--- config.mk ---
export PLATFORM = sky130hd
export DESIGN_NAME = hpc_classify
export DESIGN_NICKNAME = d
export VERILOG_FILES = /design/src/rtl/core/hpc_pkg.sv /design/src/rtl/core/hpc_classify.sv
export SDC_FILE = /design/constraint.sdc
export NUM_CORES = 1
export LEC_CHECK = 0
export BUFFER_PORTS_ARGS = -buffer_cell sky130_fd_sc_hd__buf_4
export CORE_MARGIN = 1.5
export CORE_UTILIZATION = 46
export DETAILED_ROUTE_END_ITERATION = 10
export PLACE_DENSITY = 0.72
export SLEW_MARGIN = 20
export SYNTH_ARGS = -nofsm -noshare
export SYNTH_HDL_FRONTEND = slang
export SYNTH_SLANG_ARGS = --single-unit
--- constraint.sdc ---
create_clock -name vclk -period 4.2
set_input_delay 0 -clock vclk [all_inputs]
set_output_delay 0 -clock vclk [all_outputs]
set_load 0.01 [all_outputs]
--- src/rtl/core/hpc_pkg.sv ---
// Types and constants of the height profile checker.
`timescale 1ns / 1ps
package hpc_pkg;

  localparam int HeightW = 12;
  localparam int TolW    = 8;
  localparam int CmpW    = 14;
  localparam int IdxW    = 3;
  localparam int CfgW    = 12;
  localparam int InDataW  = 16;
  localparam int OutDataW = 8;

  localparam logic [IdxW-1:0] REG_TOLERANCE  = 3'd0;
  localparam logic [IdxW-1:0] REG_BELT_LEVEL = 3'd1;
  localparam logic [IdxW-1:0] REG_WIN_A_HIGH = 3'd2;
  localparam logic [IdxW-1:0] REG_WIN_A_LOW  = 3'd3;
  localparam logic [IdxW-1:0] REG_WIN_B_HIGH = 3'd4;
  localparam logic [IdxW-1:0] REG_WIN_B_LOW  = 3'd5;
  localparam logic [IdxW-1:0] REG_WIN_C_HIGH = 3'd6;
  localparam logic [IdxW-1:0] REG_WIN_C_LOW  = 3'd7;

  localparam logic [TolW-1:0]    RST_TOLERANCE  = 8'd20;
  localparam logic [HeightW-1:0] RST_BELT_LEVEL = 12'd3769;
  localparam logic [HeightW-1:0] RST_WIN_A_HIGH = 12'd3457;
  localparam logic [HeightW-1:0] RST_WIN_A_LOW  = 12'd3358;
  localparam logic [HeightW-1:0] RST_WIN_B_HIGH = 12'd3727;
  localparam logic [HeightW-1:0] RST_WIN_B_LOW  = 12'd3689;
  localparam logic [HeightW-1:0] RST_WIN_C_HIGH = 12'd3112;
  localparam logic [HeightW-1:0] RST_WIN_C_LOW  = 12'd3033;

  typedef enum logic [2:0] {
    PH_IDLE   = 3'd0,
    PH_A1     = 3'd1,
    PH_B      = 3'd2,
    PH_A2     = 3'd3,
    PH_C      = 3'd4,
    PH_ACCEPT = 3'd5,
    PH_REJECT = 3'd6
  } phase_t;

  typedef struct packed {
    logic [TolW-1:0]    tolerance;
    logic [HeightW-1:0] belt_level;
    logic [HeightW-1:0] win_a_high;
    logic [HeightW-1:0] win_a_low;
    logic [HeightW-1:0] win_b_high;
    logic [HeightW-1:0] win_b_low;
    logic [HeightW-1:0] win_c_high;
    logic [HeightW-1:0] win_c_low;
  } cfg_t;

  typedef struct packed {
    logic win_a;
    logic win_b;
    logic win_c;
    logic belt;
  } hits_t;

endpackage

--- src/rtl/core/hpc_classify.sv ---
// Window and belt-level compares of one height sample.
`timescale 1ns / 1ps
module hpc_classify (
  input  hpc_pkg::cfg_t                    cfg,
  input  logic [hpc_pkg::HeightW-1:0]      height_sample,
  output hpc_pkg::hits_t                   hits
);
  import hpc_pkg::*;

  logic signed [CmpW-1:0] h;
  logic signed [CmpW-1:0] t;

  function automatic logic signed [CmpW-1:0] ext(input logic [HeightW-1:0] v);
    ext = $signed({{(CmpW-HeightW){1'b0}}, v});
  endfunction

  function automatic logic in_win(input logic signed [CmpW-1:0] s,
                                  input logic signed [CmpW-1:0] tol,
                                  input logic [HeightW-1:0] lo,
                                  input logic [HeightW-1:0] hi);
    in_win = (s <= ext(hi) + tol) && (s >= ext(lo) - tol);
  endfunction

  assign h = ext(height_sample);
  assign t = $signed({{(CmpW-TolW){1'b0}}, cfg.tolerance});

  assign hits.win_a = in_win(h, t, cfg.win_a_low, cfg.win_a_high);
  assign hits.win_b = in_win(h, t, cfg.win_b_low, cfg.win_b_high);
  assign hits.win_c = in_win(h, t, cfg.win_c_low, cfg.win_c_high);
  assign hits.belt  = h >= ext(cfg.belt_level) - t;

endmodule

==> flow_summary.json <==
{
  "status": "completed",
  "drive_above_1_share_pct": 15.7,
  "synth_top_family_by_area": "adder cells",
  "hold_violations": 0,
  "setup_ws_ns": 1.17,
  "grt_pass1_vias": 4997,
  "cts_hold_buffers": 0,
  "dieWidth_um": 104,
  "wl_per_cell_um": 16.7,
  "fin_nets": 977,
  "n_fill_cell": 918,
  "area_growth_pct": 20.3,
  "drt_pass1_iterations": 4,
  "fp.dieH_um": 104,
  "critical_path_class": "in2out",
  "dpl_worst_slack_ns": 1.16,
  "grt_pass1_wl_mm": 23.0,
  "antenna_found_initial": 0,
  "synthMuxAreaShare_pct": 0.212,
  "port_buffers": 108,
  "layout_commonest_cell": "ha_1",
  "power_density_nw_per_um2": 159,
  "rsz0062_at_grt": "false",
  "max_slew.worst_pin.slew_ns": 0.537,
  "final_cell_mix": "ha_1, buf_4, a21oi_1",
  "drtAntennaViolNets": 0,
  "synth-simple-area-share_pct": 20.5,
  "drc": 0,
  "synthXorXnorAreaFrac_pct": 10.9,
  "vias": 5061,
  "synth_cell_types": 55,
  "multi_input_area_um2": 4570,
  "syn-num-nets": 872,
  "worstSetupStartpoint": "cfg[85]",
  "rows": 36,
  "hp-start": "cfg[23]",
  "cp.required_ns": 4.20,
  "timing.fmax_mhz": 330,
  "drt-total-wl_mm": 14.3,
  "clock_buffers": 0,
  "seqCellArea_um2": 0,
  "syn-cell-area_um2": 4730,
  "via_per_inst": 5.91,
  "crit_path_max_fanout": 10,
  "timing.final.crit_share_pct": 72.2,
  "hold_depth": 4,
  "min_path_type": "in2out",
  "tns_ns": 0,
  "max-slew-margin-rel_pct": 64.1,
  "max-vdd-ir-drop_mv": 0.0808,
  "synthCells": 621,
  "fp.dieArea_um2": 10900,
  "synth_fa_ha_area_share_pct": 40.0,
  "post_cts_buffers": 0,
  "yosysWarnings": 0,
  "drv_slew": 0,
  "cap_violations": 0,
  "pin_count": 108,
  "grt_max_degree": 11,
  "hpwl_mm": 11.8,
  "total_power_mw": 0.905,
  "min_period_ns": 3.03,
  "num_antenna_cells": 0,
  "cp-end-kind": "primary output",
  "cts_resized": 0,
  "gp_congestion": 0.935,
  "coreArea_um2": 9860,
  "yosysSeqAreaShare_pct": 0,
  "synth_area_per_cell_um2": 7.62,
  "numSequentialCells": 0,
  "p_leak_nw": 2.85,
  "setup_violations": 0,
  "critPathLaunchType": "primary input",
  "critPathArrivalTime_ns": 3.03,
  "synth_compound_area_share_pct": 25.1,
  "grt_usage_pct": 25.8,
  "start_util_pct": 48.0,
  "drt_iter0_drc": 273,
  "grt_overflow": 0,
  "utilization_pct": 57.7
}
## cell families after synthesis
logic type / after synthesis
AO/OA/AOI/OAI: 185
XOR/XNOR: 59
adder cells (fa/ha/maj): 147
buffers and inverters: 42
multiplexers: 1
AND/OR/NAND/NOR: 187
## area by class of cell
type                            count  share of cell area (%)
Multi-Input combinational cell    579                    80.4
Tap cell                          133                    2.92
Timing Repair Buffer              108                    14.2
Inverter                           37                    2.44
## where the power goes
part           total [mW]  internal, mW  switching, mW
clock                   0             0              0
combinational       0.905         0.423          0.481
sequential              0             0              0
total               0.905         0.423          0.481
## critical path, cell delays in order
cell and delay, ns:
buf_4 0.12, inv_1 0.25, fa_1 0.53, nand3b_1 0.18, a31oi_1 0.23, a311o_1 0.25
xnor2_1 0.11, ha_1 0.30, nand4_1 0.14, nor3_1 0.21, nor3_1 0.08, o211a_1 0.13
o32a_1 0.35, buf_4 0.15
## path summary, 6_finish.rpt
check | end
hold / removal | hits[1]
setup / recovery | hits[3]
## cell usage after synthesis, types with 2 or more instances
cell type / n / area [µm²]
nor2b_1: 12 / 75.1
a31oi_1: 4 / 25.0
xnor2_1: 25 / 219
xor2_1: 34 / 298
a21boi_0: 2 / 15.0
nand3b_1: 2 / 15.0
o21ai_0: 50 / 250
o211a_1: 8 / 80.1
a2bb2oi_1: 3 / 26.3
or3_4: 2 / 22.5
a41oi_1: 2 / 17.5
or3_1: 9 / 56.3
o211ai_1: 5 / 37.5
nand2_1: 28 / 105
o2111ai_1: 5 / 43.8
inv_1: 37 / 139
ha_1: 140 / 1750
and2_1: 2 / 12.5
fa_1: 7 / 140
a21oi_1: 51 / 255
o21a_1: 15 / 113
nand4_1: 12 / 75.1
nor3_1: 21 / 105
a21o_1: 12 / 90.1
nand3_1: 18 / 90.1
and3_1: 6 / 37.5
nor4_1: 4 / 25.0
nand2b_1: 21 / 131
clkbuf_1: 5 / 18.8
a211oi_1: 6 / 45.0
o31ai_1: 5 / 37.5
or4_1: 3 / 22.5
nor2_1: 43 / 161
## per-stage QoR
step,instances,instance area [µm²],hold WS [ns]
3_3_place_gp,857,5690,0.418
2_1_floorplan,621,4730,0.141
3_5_place_dp,857,5690,0.420
5_1_grt,857,5690,0.446
6_report,857,5690,0.408
4_1_cts,857,5690,0.420
## layer usage
metal	wire length (µm)	vias to the layer above	global-route usage (%)
met5	0	-	0
met4	486	0	7.74
met3	712	29	1.94
met2	6610	156	45.5
met1	6490	2341	33.2
li1	-	2535	-
Note: power is estimated with default switching activity, not from simulation.
